$ cat config.mk
export PLATFORM = sky130hd
export DESIGN_NAME = allreduce_halving_doubling_schedule_flat
export DESIGN_NICKNAME = d
export VERILOG_FILES = /design/src/design/ahds_pkg.sv /design/src/design/ahds_ifs.sv /design/src/design/allreduce_halving_doubling_schedule.sv /design/src/design/ahds_front.sv /design/src/design/ahds_seq.sv /design/src/flat_wrapper.sv
export SDC_FILE = /design/constraint.sdc
export NUM_CORES = 1
export LEC_CHECK = 0
export ABC_CLOCK_PERIOD_IN_PS = 6300
export CELL_PAD_IN_SITES_DETAIL_PLACEMENT = 1
export CELL_PAD_IN_SITES_GLOBAL_PLACEMENT = 2
export CORE_UTILIZATION = 45
export CTS_BUF_LIST = sky130_fd_sc_hd__clkbuf_8
export CTS_CLUSTER_SIZE = 8
export DETAILED_ROUTE_END_ITERATION = 10
export DONT_BUFFER_PORTS = 1
export PLACE_DENSITY = 0.82
export SETUP_SLACK_MARGIN = 0.05
export SLEW_MARGIN = 0
export SYNTH_ARGS = -nofsm -noshare
export SYNTH_HDL_FRONTEND = slang
export SYNTH_SLANG_ARGS = --single-unit
export TNS_END_PERCENT = 10
$ cat constraint.sdc
create_clock -name clk -period 6.3 [get_ports clk]
set_input_delay 0.63 -clock clk [delete_from_list [all_inputs] [get_ports clk]]
set_output_delay 0.63 -clock clk [all_outputs]
set_load 0.005 [all_outputs]
$ cat src/design/ahds_pkg.sv
// ----------------------------------------------------------------------------
// ahds_pkg
// Shared types and constants for the halving/doubling allreduce scheduler.
// ----------------------------------------------------------------------------
package ahds_pkg;

  localparam int unsigned MAX_RANKS_DEF = 1024;

  localparam int unsigned RANK_W  = 10;
  localparam int unsigned COUNT_W = 11;
  localparam int unsigned CHUNK_W = 32;
  localparam int unsigned TOTAL_W = CHUNK_W + COUNT_W;
  localparam int unsigned BYTES_W = 42;
  localparam int unsigned STEP_W  = 5;
  localparam int unsigned LG_W    = 4;
  localparam int unsigned CFG_IDX_W = 2;

  localparam logic [CFG_IDX_W-1:0] CFG_RANK_COUNT = 2'd0;
  localparam logic [CFG_IDX_W-1:0] CFG_CHUNK_SIZE = 2'd1;

  typedef enum logic [2:0] {
    PH_IDLE,
    PH_FOLD_X,
    PH_FOLD_Y,
    PH_HALVE,
    PH_DOUBLE,
    PH_UNFOLD
  } phase_t;

  typedef struct packed {
    logic [RANK_W-1:0]  rank;
    logic [RANK_W-1:0]  q;
    logic               sit;
    logic               low;
    logic               fold;
    logic [LG_W-1:0]    lg;
    logic [RANK_W-1:0]  r;
    logic [TOTAL_W-1:0] total;
  } ctx_t;

endpackage

$ cat src/design/ahds_ifs.sv
// ----------------------------------------------------------------------------
// ahds channel interfaces
// Request, step result and register write channels with valid/ready.
// ----------------------------------------------------------------------------
interface ahds_req_if;
  logic                       valid;
  logic                       ready;
  logic [ahds_pkg::RANK_W-1:0] rank;

  modport source (output valid, output rank, input ready);
  modport sink (input valid, input rank, output ready);
endinterface

interface ahds_step_if;
  logic                         valid;
  logic                         ready;
  logic [ahds_pkg::STEP_W-1:0]  step_index;
  logic                         recv_valid;
  logic [ahds_pkg::RANK_W-1:0]  recv_peer;
  logic                         send_valid;
  logic [ahds_pkg::RANK_W-1:0]  send_peer;
  logic [ahds_pkg::BYTES_W-1:0] byte_count;
  logic                         last;

  modport source (output valid, output step_index, output recv_valid, output recv_peer,
                  output send_valid, output send_peer, output byte_count, output last,
                  input ready);
  modport sink (input valid, input step_index, input recv_valid, input recv_peer,
                input send_valid, input send_peer, input byte_count, input last,
                output ready);
endinterface

interface ahds_cfg_if;
  logic                           valid;
  logic                           ready;
  logic [ahds_pkg::CFG_IDX_W-1:0] index;
  logic [ahds_pkg::CHUNK_W-1:0]   data;

  modport source (output valid, output index, output data, input ready);
  modport sink (input valid, input index, input data, output ready);
endinterface

$ cat src/design/allreduce_halving_doubling_schedule.sv
// ----------------------------------------------------------------------------
// allreduce_halving_doubling_schedule
// Emits one rank's recursive halving/doubling allreduce schedule, one step
// per result, with fold and unfold steps for non-power-of-two rank counts.
//
//   channel  dir  payload
//   cfg      in   index, data       register write, always ready
//   req      in   rank              schedule request
//   steps    out  step_index .. last one schedule step
//
// A request passes through the front pipeline, then the sequencer emits
// 2*log2(pw) steps, plus 3 more when rank_count is not a power of two,
// one per cycle unless stalled (at most 21); it sets the sustained rate.
// Requests overlap: the next one is folded while the current one streams.
// Reset is synchronous and clears all valid bits and the sequencer phase.
// A stall on steps holds the output register and backs up the pipeline.
// ----------------------------------------------------------------------------
module allreduce_halving_doubling_schedule import ahds_pkg::*; #(
  parameter int unsigned MAX_RANKS = MAX_RANKS_DEF
) (
  input  logic        clk,
  input  logic        rst,
  ahds_cfg_if.sink    cfg,
  ahds_req_if.sink    req,
  ahds_step_if.source steps
);

  logic [COUNT_W-1:0] rank_count;
  logic [CHUNK_W-1:0] chunk_size;
  logic               ctx_valid, ctx_ready;
  ctx_t               ctx;

  assign cfg.ready = 1'b1;

  always_ff @(posedge clk) begin
    if (rst) begin
      rank_count <= COUNT_W'(2);
      chunk_size <= '0;
    end else if (cfg.valid) begin
      case (cfg.index)
        CFG_RANK_COUNT: rank_count <= cfg.data[COUNT_W-1:0];
        CFG_CHUNK_SIZE: chunk_size <= cfg.data;
        default: begin
          rank_count <= rank_count;
        end
      endcase
    end
  end

  ahds_front #(
    .MAX_RANKS (MAX_RANKS)
  ) u_front (
    .clk        (clk),
    .rst        (rst),
    .req        (req),
    .rank_count (rank_count),
    .chunk_size (chunk_size),
    .ctx_valid  (ctx_valid),
    .ctx_ready  (ctx_ready),
    .ctx        (ctx)
  );

  ahds_seq u_seq (
    .clk       (clk),
    .rst       (rst),
    .ctx_valid (ctx_valid),
    .ctx_ready (ctx_ready),
    .ctx       (ctx),
    .steps     (steps)
  );

  a_next_index: assert property (@(posedge clk) disable iff (rst)
    (steps.valid && steps.ready && !steps.last) |=>
      (steps.valid && steps.step_index == $past(steps.step_index) + STEP_W'(1)))
    else $error("step index did not advance within a schedule");

  a_idle_bytes: assert property (@(posedge clk) disable iff (rst)
    (steps.valid && !steps.send_valid) |-> (steps.byte_count == '0))
    else $error("byte count on a step without a send");

  a_index_range: assert property (@(posedge clk) disable iff (rst)
    steps.valid |-> (steps.step_index <= STEP_W'(20)))
    else $error("step index beyond longest schedule");

endmodule

$ cat src/design/ahds_front.sv
// ----------------------------------------------------------------------------
// ahds_front
// Three-stage request pipeline: clamp the rank count, derive the power of
// two, remainder and transfer total, then fold the rank into its context.
// ----------------------------------------------------------------------------
module ahds_front import ahds_pkg::*; #(
  parameter int unsigned MAX_RANKS = MAX_RANKS_DEF
) (
  input  logic               clk,
  input  logic               rst,
  ahds_req_if.sink           req,
  input  logic [COUNT_W-1:0] rank_count,
  input  logic [CHUNK_W-1:0] chunk_size,
  output logic               ctx_valid,
  input  logic               ctx_ready,
  output ctx_t               ctx
);

  localparam int unsigned PMAX = (MAX_RANKS > 2047) ? 2047 : MAX_RANKS;
  localparam logic [COUNT_W-1:0] P_MAX = COUNT_W'(PMAX);
  localparam logic [COUNT_W-1:0] P_MIN = COUNT_W'(2);

  logic               v1, v2, v3;
  logic               rdy1, rdy2, rdy3;
  logic [RANK_W-1:0]  rank1, rank2;
  logic [COUNT_W-1:0] p1, p_clamp;
  logic [COUNT_W-1:0] pw;
  logic [LG_W-1:0]    lg;
  logic [LG_W-1:0]    lg2;
  logic [RANK_W-1:0]  r2;
  logic [TOTAL_W-1:0] total2;
  logic               low;
  logic [RANK_W-1:0]  q;

  assign rdy3 = !v3 || ctx_ready;
  assign rdy2 = !v2 || rdy3;
  assign rdy1 = !v1 || rdy2;
  assign req.ready = rdy1;

  always_comb begin
    if (rank_count < P_MIN) begin
      p_clamp = P_MIN;
    end else if (rank_count > P_MAX) begin
      p_clamp = P_MAX;
    end else begin
      p_clamp = rank_count;
    end
  end

  always_comb begin
    lg = '0;
    for (int i = 0; i < COUNT_W; i++) begin
      if (p1[i]) begin
        lg = LG_W'(i);
      end
    end
    pw = COUNT_W'(1) << lg;
  end

  always_comb begin
    low = {1'b0, rank2} < {r2, 1'b0};
    if (low) begin
      q = rank2[0] ? '0 : (rank2 >> 1);
    end else begin
      q = rank2 - r2;
    end
  end

  always_ff @(posedge clk) begin
    if (rst) begin
      v1 <= 1'b0;
      v2 <= 1'b0;
      v3 <= 1'b0;
    end else begin
      if (rdy1) begin
        v1 <= req.valid;
      end
      if (rdy2) begin
        v2 <= v1 && ({1'b0, rank1} < p1);
      end
      if (rdy3) begin
        v3 <= v2;
      end
    end
  end

  always_ff @(posedge clk) begin
    if (rdy1) begin
      rank1 <= req.rank;
      p1    <= p_clamp;
    end
    if (rdy2) begin
      rank2  <= rank1;
      lg2    <= lg;
      r2     <= RANK_W'(p1 - pw);
      total2 <= TOTAL_W'(chunk_size) * TOTAL_W'(p1);
    end
    if (rdy3) begin
      ctx.rank  <= rank2;
      ctx.q     <= q;
      ctx.sit   <= low && rank2[0];
      ctx.low   <= low;
      ctx.fold  <= r2 != '0;
      ctx.lg    <= lg2;
      ctx.r     <= r2;
      ctx.total <= total2;
    end
  end

  assign ctx_valid = v3;

endmodule

$ cat src/design/ahds_seq.sv
// ----------------------------------------------------------------------------
// ahds_seq
// Step sequencer: walks fold, halving, doubling and unfold phases of one
// context, one step per unstalled cycle, into a registered output stage.
// ----------------------------------------------------------------------------
module ahds_seq import ahds_pkg::*; (
  input  logic       clk,
  input  logic       rst,
  input  logic       ctx_valid,
  output logic       ctx_ready,
  input  ctx_t       ctx,
  ahds_step_if.source steps
);

  phase_t            phase, phase_next;
  logic [LG_W-1:0]   e, e_next;
  logic [STEP_W-1:0] k, k_next;
  ctx_t              cur;

  logic              gen_ready, fire, take, is_last;
  logic              rv, sv;
  logic [RANK_W-1:0] rp, sp;
  logic [TOTAL_W-1:0] bytes;
  logic [RANK_W-1:0] xq, buddy, peer;
  logic [COUNT_W-1:0] peer_w;

  assign gen_ready = !steps.valid || steps.ready;
  assign fire      = (phase != PH_IDLE) && gen_ready;
  assign is_last   = (phase == PH_UNFOLD) ||
                     ((phase == PH_DOUBLE) && (e == '0) && !cur.fold);
  assign take      = ctx_valid && ((phase == PH_IDLE) || (fire && is_last));
  assign ctx_ready = take;

  always_comb begin
    phase_next = phase;
    e_next     = e;
    k_next     = k;
    if (take) begin
      phase_next = ctx.fold ? PH_FOLD_X : PH_HALVE;
      e_next     = '0;
      k_next     = '0;
    end else if (fire) begin
      k_next = k + STEP_W'(1);
      case (phase)
        PH_FOLD_X: phase_next = PH_FOLD_Y;
        PH_FOLD_Y: phase_next = PH_HALVE;
        PH_HALVE: begin
          if ((e + LG_W'(1)) == cur.lg) begin
            phase_next = PH_DOUBLE;
          end else begin
            e_next = e + LG_W'(1);
          end
        end
        PH_DOUBLE: begin
          if (e == '0) begin
            phase_next = cur.fold ? PH_UNFOLD : PH_IDLE;
          end else begin
            e_next = e - LG_W'(1);
          end
        end
        PH_UNFOLD: phase_next = PH_IDLE;
        default:   phase_next = PH_IDLE;
      endcase
    end
  end

  always_comb begin
    buddy  = cur.rank ^ RANK_W'(1);
    xq     = cur.q ^ (RANK_W'(1) << e);
    peer_w = (xq < cur.r) ? {xq, 1'b0} : ({1'b0, xq} + {1'b0, cur.r});
    peer   = peer_w[RANK_W-1:0];
    rv     = 1'b0;
    sv     = 1'b0;
    rp     = '0;
    sp     = '0;
    bytes  = '0;
    case (phase)
      PH_FOLD_X: begin
        if (cur.low) begin
          rv    = 1'b1;
          sv    = 1'b1;
          rp    = buddy;
          sp    = buddy;
          bytes = cur.total >> 1;
        end
      end
      PH_FOLD_Y: begin
        if (cur.low && cur.rank[0]) begin
          sv    = 1'b1;
          sp    = buddy;
          bytes = cur.total >> 1;
        end else if (cur.low) begin
          rv = 1'b1;
          rp = buddy;
        end
      end
      PH_HALVE, PH_DOUBLE: begin
        if (!cur.sit) begin
          rv    = 1'b1;
          sv    = 1'b1;
          rp    = peer;
          sp    = peer;
          bytes = cur.total >> ({1'b0, e} + 5'd1);
        end
      end
      PH_UNFOLD: begin
        if (cur.low && cur.rank[0]) begin
          rv = 1'b1;
          rp = buddy;
        end else if (cur.low) begin
          sv    = 1'b1;
          sp    = buddy;
          bytes = cur.total;
        end
      end
      default: begin
        rv = 1'b0;
      end
    endcase
  end

  always_ff @(posedge clk) begin
    if (rst) begin
      phase       <= PH_IDLE;
      steps.valid <= 1'b0;
    end else begin
      phase <= phase_next;
      if (gen_ready) begin
        steps.valid <= fire;
      end
    end
  end

  always_ff @(posedge clk) begin
    e <= e_next;
    k <= k_next;
    if (take) begin
      cur <= ctx;
    end
    if (fire) begin
      steps.step_index <= k;
      steps.recv_valid <= rv;
      steps.recv_peer  <= rp;
      steps.send_valid <= sv;
      steps.send_peer  <= sp;
      steps.byte_count <= bytes[BYTES_W-1:0];
      steps.last       <= is_last;
    end
  end

endmodule
$ cat src/flat_wrapper.sv
// flat-port wrapper written by rule: the top's interface ports become plain ports
module allreduce_halving_doubling_schedule_flat import ahds_pkg::*;
#(
  parameter int unsigned MAX_RANKS = MAX_RANKS_DEF
)
  (clk, rst, cfg_valid, cfg_index, cfg_data, cfg_ready, req_valid, req_rank, req_ready, steps_valid, steps_step_index, steps_recv_valid, steps_recv_peer, steps_send_valid, steps_send_peer, steps_byte_count, steps_last, steps_ready);
  ahds_cfg_if cfg_i ();
  ahds_req_if req_i ();
  ahds_step_if steps_i ();
  input  logic clk;
  input  logic rst;
  input wire logic [$bits(cfg_i.valid)-1:0] cfg_valid;
  input wire logic [$bits(cfg_i.index)-1:0] cfg_index;
  input wire logic [$bits(cfg_i.data)-1:0] cfg_data;
  output wire logic [$bits(cfg_i.ready)-1:0] cfg_ready;
  input wire logic [$bits(req_i.valid)-1:0] req_valid;
  input wire logic [$bits(req_i.rank)-1:0] req_rank;
  output wire logic [$bits(req_i.ready)-1:0] req_ready;
  output wire logic [$bits(steps_i.valid)-1:0] steps_valid;
  output wire logic [$bits(steps_i.step_index)-1:0] steps_step_index;
  output wire logic [$bits(steps_i.recv_valid)-1:0] steps_recv_valid;
  output wire logic [$bits(steps_i.recv_peer)-1:0] steps_recv_peer;
  output wire logic [$bits(steps_i.send_valid)-1:0] steps_send_valid;
  output wire logic [$bits(steps_i.send_peer)-1:0] steps_send_peer;
  output wire logic [$bits(steps_i.byte_count)-1:0] steps_byte_count;
  output wire logic [$bits(steps_i.last)-1:0] steps_last;
  input wire logic [$bits(steps_i.ready)-1:0] steps_ready;
  assign cfg_i.valid = cfg_valid;
  assign cfg_i.index = cfg_index;
  assign cfg_i.data = cfg_data;
  assign cfg_ready = cfg_i.ready;
  assign req_i.valid = req_valid;
  assign req_i.rank = req_rank;
  assign req_ready = req_i.ready;
  assign steps_valid = steps_i.valid;
  assign steps_step_index = steps_i.step_index;
  assign steps_recv_valid = steps_i.recv_valid;
  assign steps_recv_peer = steps_i.recv_peer;
  assign steps_send_valid = steps_i.send_valid;
  assign steps_send_peer = steps_i.send_peer;
  assign steps_byte_count = steps_i.byte_count;
  assign steps_last = steps_i.last;
  assign steps_i.ready = steps_ready;
  allreduce_halving_doubling_schedule #(.MAX_RANKS(MAX_RANKS)) u_core (.clk(clk), .rst(rst), .cfg(cfg_i), .req(req_i), .steps(steps_i));
endmodule
==> impl_results.md, run 1 <==
- Status: finished, final reports clean
- Power per cell area: 234 nW/um^2
- Leakage: 13.4 nW
- Clock Path Buffers: 3
- Iteration-0 DRC Markers: 997
- Mux cell area share after synthesis: 0.0454
- Unrepaired setup endpoints after global routing: no
- Post-synthesis sequential area ratio: 0.385
- Crit. End Element: flip-flop
- Hold/Removal Path Class: input port to flip-flop
- Unique masters post-synth: 72
- Adder-Cell Fraction of Synth Area: 0.261
- Main combinational cell family by area after synthesis: adder cells
- Root Buffer: clkbuf_8
- Post-synth ARST share: 0
- Net Count, Synth: 3,087
- Starting density of the core: 0.459
- Relative slew slack: 0.186
- Tot GR Track Use: 0.231
- Nets: 3,077
- Arrival time at the worst endpoint: 6380 ps
- Hold Crit Start: rst
- Layout area overhead: 8.34%
- Grt total ovfl: 0
- Post-synthesis compound-gate area fraction: 0.0897
- Xor/xnor share of the synthesized area: 0.0232
- Worst-path clk slew: 70 ps
- Chip Width: 251 um
- Die Y: 251 um
- Share of post-route cells with drive strength above 1: 0.0827
- Post-synth EDFFs: 318
- Initial antenna violation count: 2
- DP HPWL: 54,400 um
- CTS H-Tree Depth: 3
- Hold Path Cell Cnt: 1
- Synthesized flop and latch total: 377
- Peak VDD IR: 154 uV
- Share of the core filled with cells: 0.497
- Max Freq: 0.167 GHz
- Vias in the first global route: 20,631
- Worst Path Class, Setup: flip-flop to flip-flop
- R2r setup slk: 300 ps
- Placer Congestion: 0.860
- Reg2Reg Launch Point: u_core.chunk_size[11]
- Core Region: 60,800 um^2
- Max-slew violations: 0
- DR pass1 iterations: 5
- Placed cell count: 3,306
- R2R cell count: 19
- Drt drc: 0
- Post-route clock period utilization: 0.952
- Synthesis Warnings: 0
- Num Clock Sinks: 377
- Post-synth top area cell: edfxtp_1
- Clock skew: 39.3 ps
- Hold Vio Cnt, Final: 0
- Tot Pwr: 0.00708 W
- Routed wire length per instance: 20.6 um
- Area contributors post-synth: edfxtp_1, fa_1, ha_1, nand2_1, inv_1
- Number of port buffers: 0
- Setup tns final: 0 ps
- Layout Cells excl Fill: 3,442
- IO Count: 122
- Worst Hold End: u_core.chunk_size[0]
- Minimum clock period: 6000 ps
- Die area: 63,000 um^2
- Routed Antenna Nets: 0
- Crit path max fanout: 11
- CTS tree: built
- Post-Syn Area: 27,900 um^2
- Simple-Gate Fraction of Synth Area: 0.130
- # setup viols final: 0
- Routed vias: 18,735
- Synth Flop Type: edfxtp_1
- Max-Cap Viols: 0
- Largest net degree at the start of global routing: 82
- Drt total wl: 71,000 um
- Clk_lat worst skew: 670 ps
- First-pass GRT wire length: 114,000 um
- Avg Vias per Cell: 5.44
- Post-Syn Area per Cell: 10.6 um^2
- CP required: 6680 ps
- RR Endpoint: u_core.u_front.total2[36]
- # rows: 90
- Worst-Margin Slew: 1220 ps
- CTS buffer count: 66
- Startpoint types: flip-flop
- Cells after Synth: 2,620
- Top-area cell type share of the netlist area: 0.342
[worst max-delay path, stage by stage, from the launching register on]
cell	delay (ps)
dfxtp_1	660
nand2_1	150
fa_1	530
fa_1	530
inv_1	60
fa_1	490
fa_1	500
inv_1	50
fa_1	510
inv_1	60
ha_1	340
a21oi_1	250
nand2_1	100
o41ai_1	440
a21oi_2	130
a41oi_4	340
o21ai_2	140
a21oi_2	180
o21ai_1	100
xor2_1	160
[synth_stat cells, drive strengths merged, types with 5 or more instances]
library cell / instances
clkbuf: 132
mux2i: 58
nor2: 104
o21bai: 8
xor2: 28
nor2b: 21
o31ai: 5
a211oi: 19
nor4: 8
dfxtp: 59
a21oi: 126
ha: 146
nor3: 17
buf: 18
nand3b: 5
edfxtp: 318
mux4: 27
o21a: 8
and3: 11
nand2b: 14
a222oi: 10
o21ai: 102
a31oi: 11
a22oi: 29
and2: 171
nand4: 12
fa: 272
xnor2: 46
mux2: 7
nand3: 18
a21o: 38
inv: 337
nand2: 387
[sequential cells by signal, indices dropped and copies added, names as in the netlist, 4 cells and up]
register and cells:
u_core.u_seq.buddy 9, u_core.u_seq.steps.byte_count 42, u_core.u_seq.steps.send_peer 10, u_core.rank_count 11
u_core.u_front.lg2 4, u_core.u_seq.steps.step_index 5, u_core.u_seq.k 5, u_core.u_front.rank1 10
u_core.u_seq.steps.recv_peer 10, u_core.u_front.rank2 10, u_core.u_seq.e 4, u_core.u_front.p1 11
u_core.chunk_size 32, u_core.u_seq.cur 71, u_core.u_front.ctx 80, u_core.u_front.total2 43
u_core.u_front.r2 10
[cell usage in the layout (no fill, tap or decap), types with 21 or more instances in the layout]
master    count
a22oi_1      29
nor2b_1      21
clkbuf_8     68
a21oi_1     121
ha_1        146
buf_4        65
a21o_1       38
dfxtp_1      53
nand2_1     386
xnor2_1      46
inv_1       362
xor2_1       28
edfxtp_1    318
and2_1      171
nor2_1      103
mux2i_1      58
fa_1        272
mux4_2       27
o21ai_0      96
[metrics by stage]
step                setup slack [ps]  hold slack [ps]  area, um^2
floorplan                        638              400       27900
global placement                 271              405       28800
detailed placement              89.7              406       28800
CTS                             85.7           0.0597       30100
global route                    54.3             17.2       30200
finish                           302             47.8       30200
[cells by family after synthesis]
kind of cell | after synthesis
AOI/OAI and AO/OA | 392
xor gates and xnor gates | 74
adders and majority gates | 418
buffers and inverters | 488
DFF | 377
muxes | 92
other | 1
and+or+nand+nor | 778
[worst max path at each step]
stage	from	to	slack (ps)	depth (start not counted)
after global placement	u_core.u_front.p1[6]	u_core.u_front.total2[42]	270	18
after CTS	u_core.u_front.p1[6]	u_core.u_front.total2[42]	90	18
after detailed placement	u_core.u_front.p1[6]	u_core.u_front.total2[42]	90	18
final	u_core.chunk_size[11]	u_core.u_front.total2[36]	300	19
after floorplan	u_core.u_front.p1[5]	u_core.u_front.total2[36]	640	21
after global routing	u_core.chunk_size[11]	u_core.u_front.total2[36]	50	19
[cell type report]
cell class                 instances  area [um^2]
fill                            6629        30600
multi-input combinational       1755        15300
sequential                       377        10700
inverter                         338         1270
tap                              782          978
clock buffer                      68          936
timing repair buffer              72          608
clock inverter                    49          337
antenna                            1         2.50
[what timing repair did]
| item | in CTS | in global routing |
|---|---|---|
| hold buffers | 3 | 0 |
| buffers inserted | 0 | 15 |
| setup endpoints to repair | 0 | 12 |
| resized for setup | 0 | 5 |
| endpoints found under the hold margin | 31 | 0 |
[layer usage]
| layer | global-route usage | up-vias | share of wire |
|---|---|---|---|
| met3 | 0.0362 | 122 | 0.039 |
| met1 | 0.307 | 9523 | 0.45 |
| met5 | 0 | - | 0 |
| met4 | 0.0819 | 0 | 0.032 |
| met2 | 0.386 | 407 | 0.47 |
| li1 | - | 8683 | - |
[report_power, final]
group	total, W	internal (W)	switching (W)
registers	0.00336	0.00314	0.000216
logic	0.00153	0.000606	0.000920
clock network	0.00219	0.00114	0.00105
No activity file was read; power rests on OpenSTA's default activity.
==> run 2: changes to the inputs <==
==> constraint.sdc (replaced) <==
create_clock -name clk -period 6.3 [get_ports clk]
set_input_delay 1.26 -clock clk [delete_from_list [all_inputs] [get_ports clk]]
set_output_delay 1.26 -clock clk [all_outputs]
set_load 0.005 [all_outputs]
==> run 2 against run 1 <==
  * Critical path depth did not move
  * Power fell by 0.34%
  * Register-to-register slack got worse by 50 ps
  * Cell area about the same
  * Worst setup slack worse by 51 ps
  * Non-clock buffer count decreased by 1
  * Flip-flop and latch count unchanged
  * Clock skew rose by 17 ps
  * First-iteration DRC count down 11%
  * Worst hold slack better by 330 ps
==> impl_results.md, run 2 (synthesis gave the netlist of run 1 again) <==
- Commonest non-fill, non-tap cell in the layout: nand2_1
- Most used cell, CP: fa_1
- Slowest cell on crit path: fa_1
- Share of post-route cells with drive strength above 1: 0.0855 (+0.00279)
- Worst Path Class, Setup: flip-flop to flip-flop
- DP HPWL: 54,000 um (-0.78%)
- CP Launch Point: u_core.chunk_size[10]
- Post-route clock period utilization: 0.960 (+0.00813)
- Placed cell count: 3,308 (+0.060%)
- Starting density of the core: 0.459 (unchanged)
- Drt total wl: 70,100 um (-1.4%)
- IO Count: 122 (unchanged)
- Max-slew violations: 0 (unchanged)
- Largest regs: u_core.u_front.ctx x80, u_core.u_seq.cur x71, u_core.u_front.total2 x43
- # rows: 90 (unchanged)
- DR pass1 iterations: 7 (+2)
- Hold Path Cell Cnt: 0 (-1)
- Clock skew: 56.7 ps (+17.5 ps)
- Root Buffer: clkbuf_8
- Num Clock Sinks: 377 (unchanged)
- # setup viols final: 0 (unchanged)
- CTS tree: built
- Diode count: 0 (-1)
- Nets: 3,076 (-0.032%)
- Chip Width: 251 um (unchanged)
- Clock Path Buffers: 3 (unchanged)
- Avg Vias per Cell: 5.42 (-0.33%)
- Worst-path clk slew: 70 ps (about the same)
- Hold Vio Cnt, Final: 0 (unchanged)
- Setup tns final: 0 ps (unchanged)
- Slowest stage delay, CP: 610 ps (-50 ps)
- Clk_lat worst skew: 680 ps (about the same)
- Placer Congestion: 0.858 (-0.29%)
- CTS H-Tree Depth: 3 (unchanged)
- Largest net degree at the start of global routing: 82 (unchanged)
- Critical path, cell by cell: buf_4 -> nand2_1 -> fa_1 -> inv_1 -> fa_1 -> fa_1 -> fa_1 -> inv_1 -> fa_1 -> inv_1 -> ha_1 -> a21o_1 -> a221oi_1 -> o211ai_1 -> o2111ai_2 -> nand4_1 -> a31o_1 -> a21oi_2 -> xnor2_1
- Startpoint types: flip-flop
- Max-Cap Viols: 0 (unchanged)
- RR Endpoint: u_core.u_front.total2[41]
- Unrepaired setup endpoints after global routing: yes
- Crit path to: u_core.u_front.total2[41]
- Crit. End Element: flip-flop
- First-pass GRT wire length: 112,000 um (-1.7%)
- Die area: 63,000 um^2 (unchanged)
- Tot Pwr: 0.00706 W (-0.34%)
- Drt drc: 0 (unchanged)
- Arrival time at the worst endpoint: 6430 ps (+50 ps)
- Tot GR Track Use: 0.227 (-0.00403)
- Worst-Margin Slew: 1210 ps (-6.78 ps)
- Routed Antenna Nets: 0 (unchanged)
- Max Freq: 0.165 GHz (-0.85%)
- Leakage: 13.3 nW (-0.18%)
- Reg2Reg Launch Point: u_core.chunk_size[10]
- Die Y: 251 um (unchanged)
- CTS buffer count: 66 (unchanged)
- CP required: 6680 ps (about the same)
- Core Region: 60,800 um^2 (unchanged)
- Status: finished, final reports clean
- Vias in the first global route: 20,149 (-2.3%)
- Peak VDD IR: 142 uV (-7.6%)
- Iteration-0 DRC Markers: 886 (-11%)
- Routed vias: 18,640 (-0.51%)
- Largest register FFs: 80 (unchanged)
- Routed wire length per instance: 20.4 um (-1.2%)
- Initial antenna violation count: 0 (-2)
- Layout area overhead: 8.38% (about the same)
- Relative slew slack: 0.193 (+0.00697)
- Grt total ovfl: 0 (unchanged)
- Number of port buffers: 0 (unchanged)
- Hold/Removal Path Class: flip-flop to flip-flop
- Reg with most FFs: u_core.u_front.ctx
- R2R cell count: 19 (unchanged)
- R2r setup slk: 250 ps (-50 ps)
- Layout Cells excl Fill: 3,436 (-0.17%)
- Crit path max fanout: 7 (-4)
- Minimum clock period: 6050 ps (+51.2 ps)
- Power per cell area: 233 nW/um^2 (-0.38%)
- Commonest non-fill, non-tap cells in the layout: nand2_1, inv_1, edfxtp_1
- Share of the core filled with cells: 0.497 (about the same)
-- run 2: changes by cell type in the layout (fill, tap and decap cells not counted), sizes merged --
cell         delta
clkinvlp        +1
clkbuf          +1
diode           -1
dlygate4sd3     -2
inv             -7
buf             +1
clkinv          +1
-- run 2: repair_timing --
action / in CTS / in global routing
buffers inserted: 2 / 13
setup endpoints to repair: 1 / 14
hold buffers: 0 / 0
pin swaps: 0 / 0
resized for setup: 0 / 8
-- run 2: final cells by class --
class | count | area (um^2)
fill | 6588 | 30600
multi-input combinational | 1755 | 15400
sequential | 377 | 10700
inverter | 338 | 1270
tap | 782 | 978
clock buffer | 69 | 950
timing repair buffer | 71 | 633
clock inverter | 44 | 307
-- run 2: power breakdown --
group / total [W] / internal (W) / switching (W)
combinational: 0.00151 / 0.000606 / 0.000907
clock: 0.00218 / 0.00115 / 0.00103
sequential: 0.00336 / 0.00314 / 0.000220
-- run 2: worst min-delay path by stage --
stage	start	endpoint	slack, ps
after floorplan	u_core.u_front.total2[0]	u_core.u_front.ctx[0]	400
after global placement	u_core.u_front.ctx[72]	u_core.u_seq.buddy[2]	410
after detailed placement	u_core.u_front.total2[0]	u_core.u_front.ctx[0]	410
after CTS	u_core.u_front.ctx[15]	u_core.u_seq.cur[15]	380
after global routing	u_core.u_front.ctx[29]	u_core.u_seq.cur[29]	400
final	u_core.u_front.ctx[29]	u_core.u_seq.cur[29]	380
-- run 2: worst max-delay path: cells and delay by family, from the launching register on --
family                     cells  cell delay, ps
xor gates and xnor gates       1              70
and+or+nand+nor                2             230
DFF                            1             590
AOI/OAI and AO/OA              6            1500
adders and majority gates      6            2980
buffers and inverters          4             430
-- run 2: metrics by stage --
stage                     setup WS, ps  cell area [um^2]  hold WS, ps
after global routing              48.1             30200          399
after global placement             229             28800          406
after floorplan                    486             27900          400
after detailed placement          70.6             28800          406
after CTS                         82.4             30100          384
final                              251             30200          380
-- run 2: routing by layer --
layer | GRT usage | routed length, um | vias to the layer above
met1 | 0.304 | 32100 | 9452
met4 | 0.0655 | 1560 | 0
met3 | 0.0430 | 3260 | 102
li1 | - | - | 8664
met5 | 0 | 0 | -
met2 | 0.377 | 33200 | 422
==> run 3: changes to the inputs <==
Settings changed: SYNTH_HIERARCHICAL from default to 1.
==> run 3 against run 2 <==
  * Synthesized cell count is 1.4% higher
  * Register-to-register slack better by 80 ps
  * Cell area is 2.1% higher
  * Critical endpoint is now u_core/u_front/total2[38]
  * Largest cell class unchanged
==> impl_results.md, run 3 <==
- Relative slew slack: 0.311 (+0.119)
- Max-Cap Viols: 0 (unchanged)
- Power per cell area: 246 nW/um^2 (+5.5%)
- Startpoint types: flip-flop
- Tot GR Track Use: 0.222 (-0.00569)
- Clock skew: 24.0 ps (-32.8 ps)
- Most frequent cell after synthesis: nand2_1
- Clk_lat worst skew: 680 ps (about the same)
- DP Worst Slack: 152 ps (+81.6 ps)
- Cells after Synth: 2,656 (+1.4%)
- Nets: 3,101 (+0.81%)
- Commonest non-fill, non-tap cell in the layout: inv_1
- Crit path max fanout: 12 (+5)
- Minimum clock period: 5970 ps (-78.6 ps)
- R2r setup slk: 330 ps (+80 ps)
- Top-area cell type share of the netlist area: 0.333 (-0.00913)
- Peak VDD IR: 164 uV (+15%)
- Num Clock Sinks: 377 (unchanged)
- FILL cells: 6,858 (+4.1%)
- Post-synth ARST share: 0 (unchanged)
- Synthesized flop and latch total: 377 (unchanged)
- Clock Path Buffers: 3 (unchanged)
- Initial antenna violation count: 2 (+2)
- Layout area overhead: 7.76%
- First-pass GRT wire length: 114,000 um (+1.4%)
- Iteration-0 DRC Markers: 988 (+12%)
- Worst Path Class, Setup: flip-flop to flip-flop
- Synthesis Warnings: 6 (+6)
- Root Buffer: clkbuf_8
- Post-synth top cells: nand2_1, inv_1, edfxtp_1
- CTS H-Tree Depth: 2 (-1)
- Leakage: 13.4 nW (+0.50%)
- Placed cell count: 3,401 (+2.8%)
- DR pass1 iterations: 7 (unchanged)
- Largest net degree at the start of global routing: 88 (+7.3%)
- Net Count, Synth: 3,123 (+1.2%)
- Hold Crit Start: u_core/u_front/ctx[3]
- Grt total ovfl: 0 (unchanged)
- Placer Congestion: 0.868 (+1.2%)
- Commonest non-fill, non-tap cells in the layout: inv_1, nand2_1, edfxtp_1
- Crit. End Element: flip-flop
- Comb power frac: 0.256 (+0.042)
- Avg Vias per Cell: 5.42 (about the same)
- Reg2Reg Launch Point: u_core/chunk_size[6]
- Post-synthesis sequential area ratio: 0.374 (-0.0103)
- Area contributors post-synth: edfxtp_1, fa_1, ha_1, nand2_1, inv_1
- Hold Vio Cnt, Final: 0 (unchanged)
- IO Count: 122 (unchanged)
- Worst-Margin Slew: 1030 ps (-178 ps)
- Drt drc: 0 (unchanged)
- # rows: 92 (+2.2%)
- Worst Hold End: u_core/u_seq/cur[3]
- Routed wire length per instance: 19.9 um (-2.4%)
- Share of post-route cells with drive strength above 1: 0.0761 (-0.00947)
- Hold Path Cell Cnt: 0 (unchanged)
- Routed Antenna Nets: 0 (unchanged)
- Post-synth top area cell: edfxtp_1
- Number of port buffers: 0 (unchanged)
- Hold WS: 409 ps (+28.6 ps)
- Vias in the first global route: 20,816 (+3.3%)
- Post-route clock period utilization: 0.948 (-0.0125)
- Starting density of the core: 0.455 (-0.00357)
- CTS tree: built
- Chip Width: 254 um (+1.4%)
- Core Region: 63,000 um^2 (+3.5%)
- Max Freq: 0.167 GHz (+1.3%)
- Tot Pwr: 0.00761 W (+7.8%)
- DP HPWL: 54,300 um (+0.57%)
- Synth Flop Type: edfxtp_1
- # setup viols final: 0 (unchanged)
- Post-synth EDFFs: 318 (unchanged)
- Drt total wl: 70,300 um (+0.30%)
- Arrival time at the worst endpoint: 6380 ps (-50 ps)
- Reg with most FFs: u_core/u_front/ctx
- Switching power: 0.00244 W (+13%)
- R2R cell count: 17 (-2)
- P_int: 0.00516 W (+5.4%)
- Worst-path clk slew: 60 ps (about the same)
- Post-Syn Area: 28,700 um^2 (+2.7%)
- Die area: 64,700 um^2 (+2.7%)
- Largest regs: u_core/u_front/ctx x80, u_core/u_seq/cur x71, u_core/u_front/total2 x43
- Unique masters post-synth: 85 (+18%)
- Post-Syn Area per Cell: 10.8 um^2 (+1.3%)
- Sequential group share of total power: 0.476 (about the same)
- Status: finished, final reports clean
- Clock share of power: 0.268 (-0.041)
- Max-slew violations: 0 (unchanged)
- Switching part of the total: 0.321 (+0.0153)
- CTS buffer count: 61 (-7.6%)
- CP required: 6710 ps (+30 ps)
- Routed vias: 19,137 (+2.7%)
- Hold/Removal Path Class: flip-flop to flip-flop
- Layout Cells excl Fill: 3,530 (+2.7%)
- RR Endpoint: u_core/u_front/total2[38]
- Die Y: 254 um (+1.4%)
- Largest register FFs: 80 (unchanged)
- Setup ws final: 330 ps (+78.6 ps)
## run 3: changes by cell type after synthesis, sizes merged, moves of 9 or more
cell    previous run  this run
nand2b            14        92
nand2            387       343
nor2             104        79
mux2i             58        75
buf               18        31
o21ai            102        90
a21o              38        27
and2             171       160
nor2b             21        32
a211oi            19         9
clkbuf           132       122
inv              337       328
## run 3: through the flow
stage / TNS (ps) / instance area, um^2 / utilization
floorplan: 0 / 28700 / -
global placement: 0 / 29500 / 0.468
detailed placement: 0 / 29500 / 0.468
CTS: 0 / 30700 / 0.487
global route: -0.787 / 30900 / 0.490
finish: 0 / 30900 / 0.490
## run 3: worst max path at each step
stage	slack [ps]	start	endpoint
floorplan	720	u_core/u_front/p1[10]	u_core/u_front/total2[39]
global placement	360	u_core/u_front/p1[4]	u_core/u_front/total2[36]
detailed placement	150	u_core/u_front/p1[7]	u_core/u_front/total2[36]
CTS	110	u_core/u_front/p1[7]	u_core/u_front/total2[36]
global route	-0.8	u_core/u_front/p1[10]	u_core/u_front/total2[40]
finish	330	u_core/chunk_size[6]	u_core/u_front/total2[38]
## run 3: layout make-up
class                   count  area (um^2)  area share
inverters                 331         1240      0.0402
multi-input cells        1795        16100       0.520
flip-flops and latches    377        10700       0.348
clock inverters            46          279     0.00904
repair buffers             68          598      0.0194
well taps                 846         1060      0.0343
clock buffers              65          895      0.0290
diodes                      2         5.00    0.000162
## run 3: power by group through the flow
stage	Clock, W	Combinational (W)	Sequential (W)
global route	0.00220	0.00216	0.00368
CTS	0.00212	0.00194	0.00364
global placement	0	0.00185	0.00366
detailed placement	0	0.00193	0.00369
finish	0.00204	0.00195	0.00362
floorplan	0	0.00152	0.00353
## run 3: worst max-delay path, stage by stage, from the launching register on
cell      delay, ps
dfxtp_1         680
nand2_1         180
fa_1            570
inv_1            50
fa_1            470
fa_1            530
fa_1            560
inv_1            60
fa_1            580
inv_1            60
ha_1            390
a21o_1          240
o21bai_1        160
a41oi_1         280
o311ai_1        230
a21oi_1         330
o21ai_0         150
xor2_1          170
## run 3: metal layers
| layer | global-route usage | wire (um) | vias up |
|---|---|---|---|
| li1 | - | - | 8862 |
| met4 | 0.0635 | 1620 | 0 |
| met5 | 0 | 0 | - |
| met3 | 0.0281 | 2660 | 100 |
| met2 | 0.362 | 33400 | 386 |
| met1 | 0.309 | 32500 | 9789 |
## run 3: cells by family (layout without fill, tap and decap cells)
family,Yosys count,after routing,synth area share
xor+xnor,75,75,0.0229
compound gates,388,388,0.0885
buf+inv,484,510,0.0660
mux,112,112,0.0555
flops,377,377,0.374
other cells,1,3,0.000131
fa+ha+maj,418,418,0.254
simple gates,801,801,0.139
## run 3: timing repair
item | CTS | global route
hold buffers | 0 | 0
endpoints found under the hold margin | 0 | 0
endpoints found under the setup margin | 0 | 10
buffers inserted | 0 | 16
gates resized for setup | 0 | 3
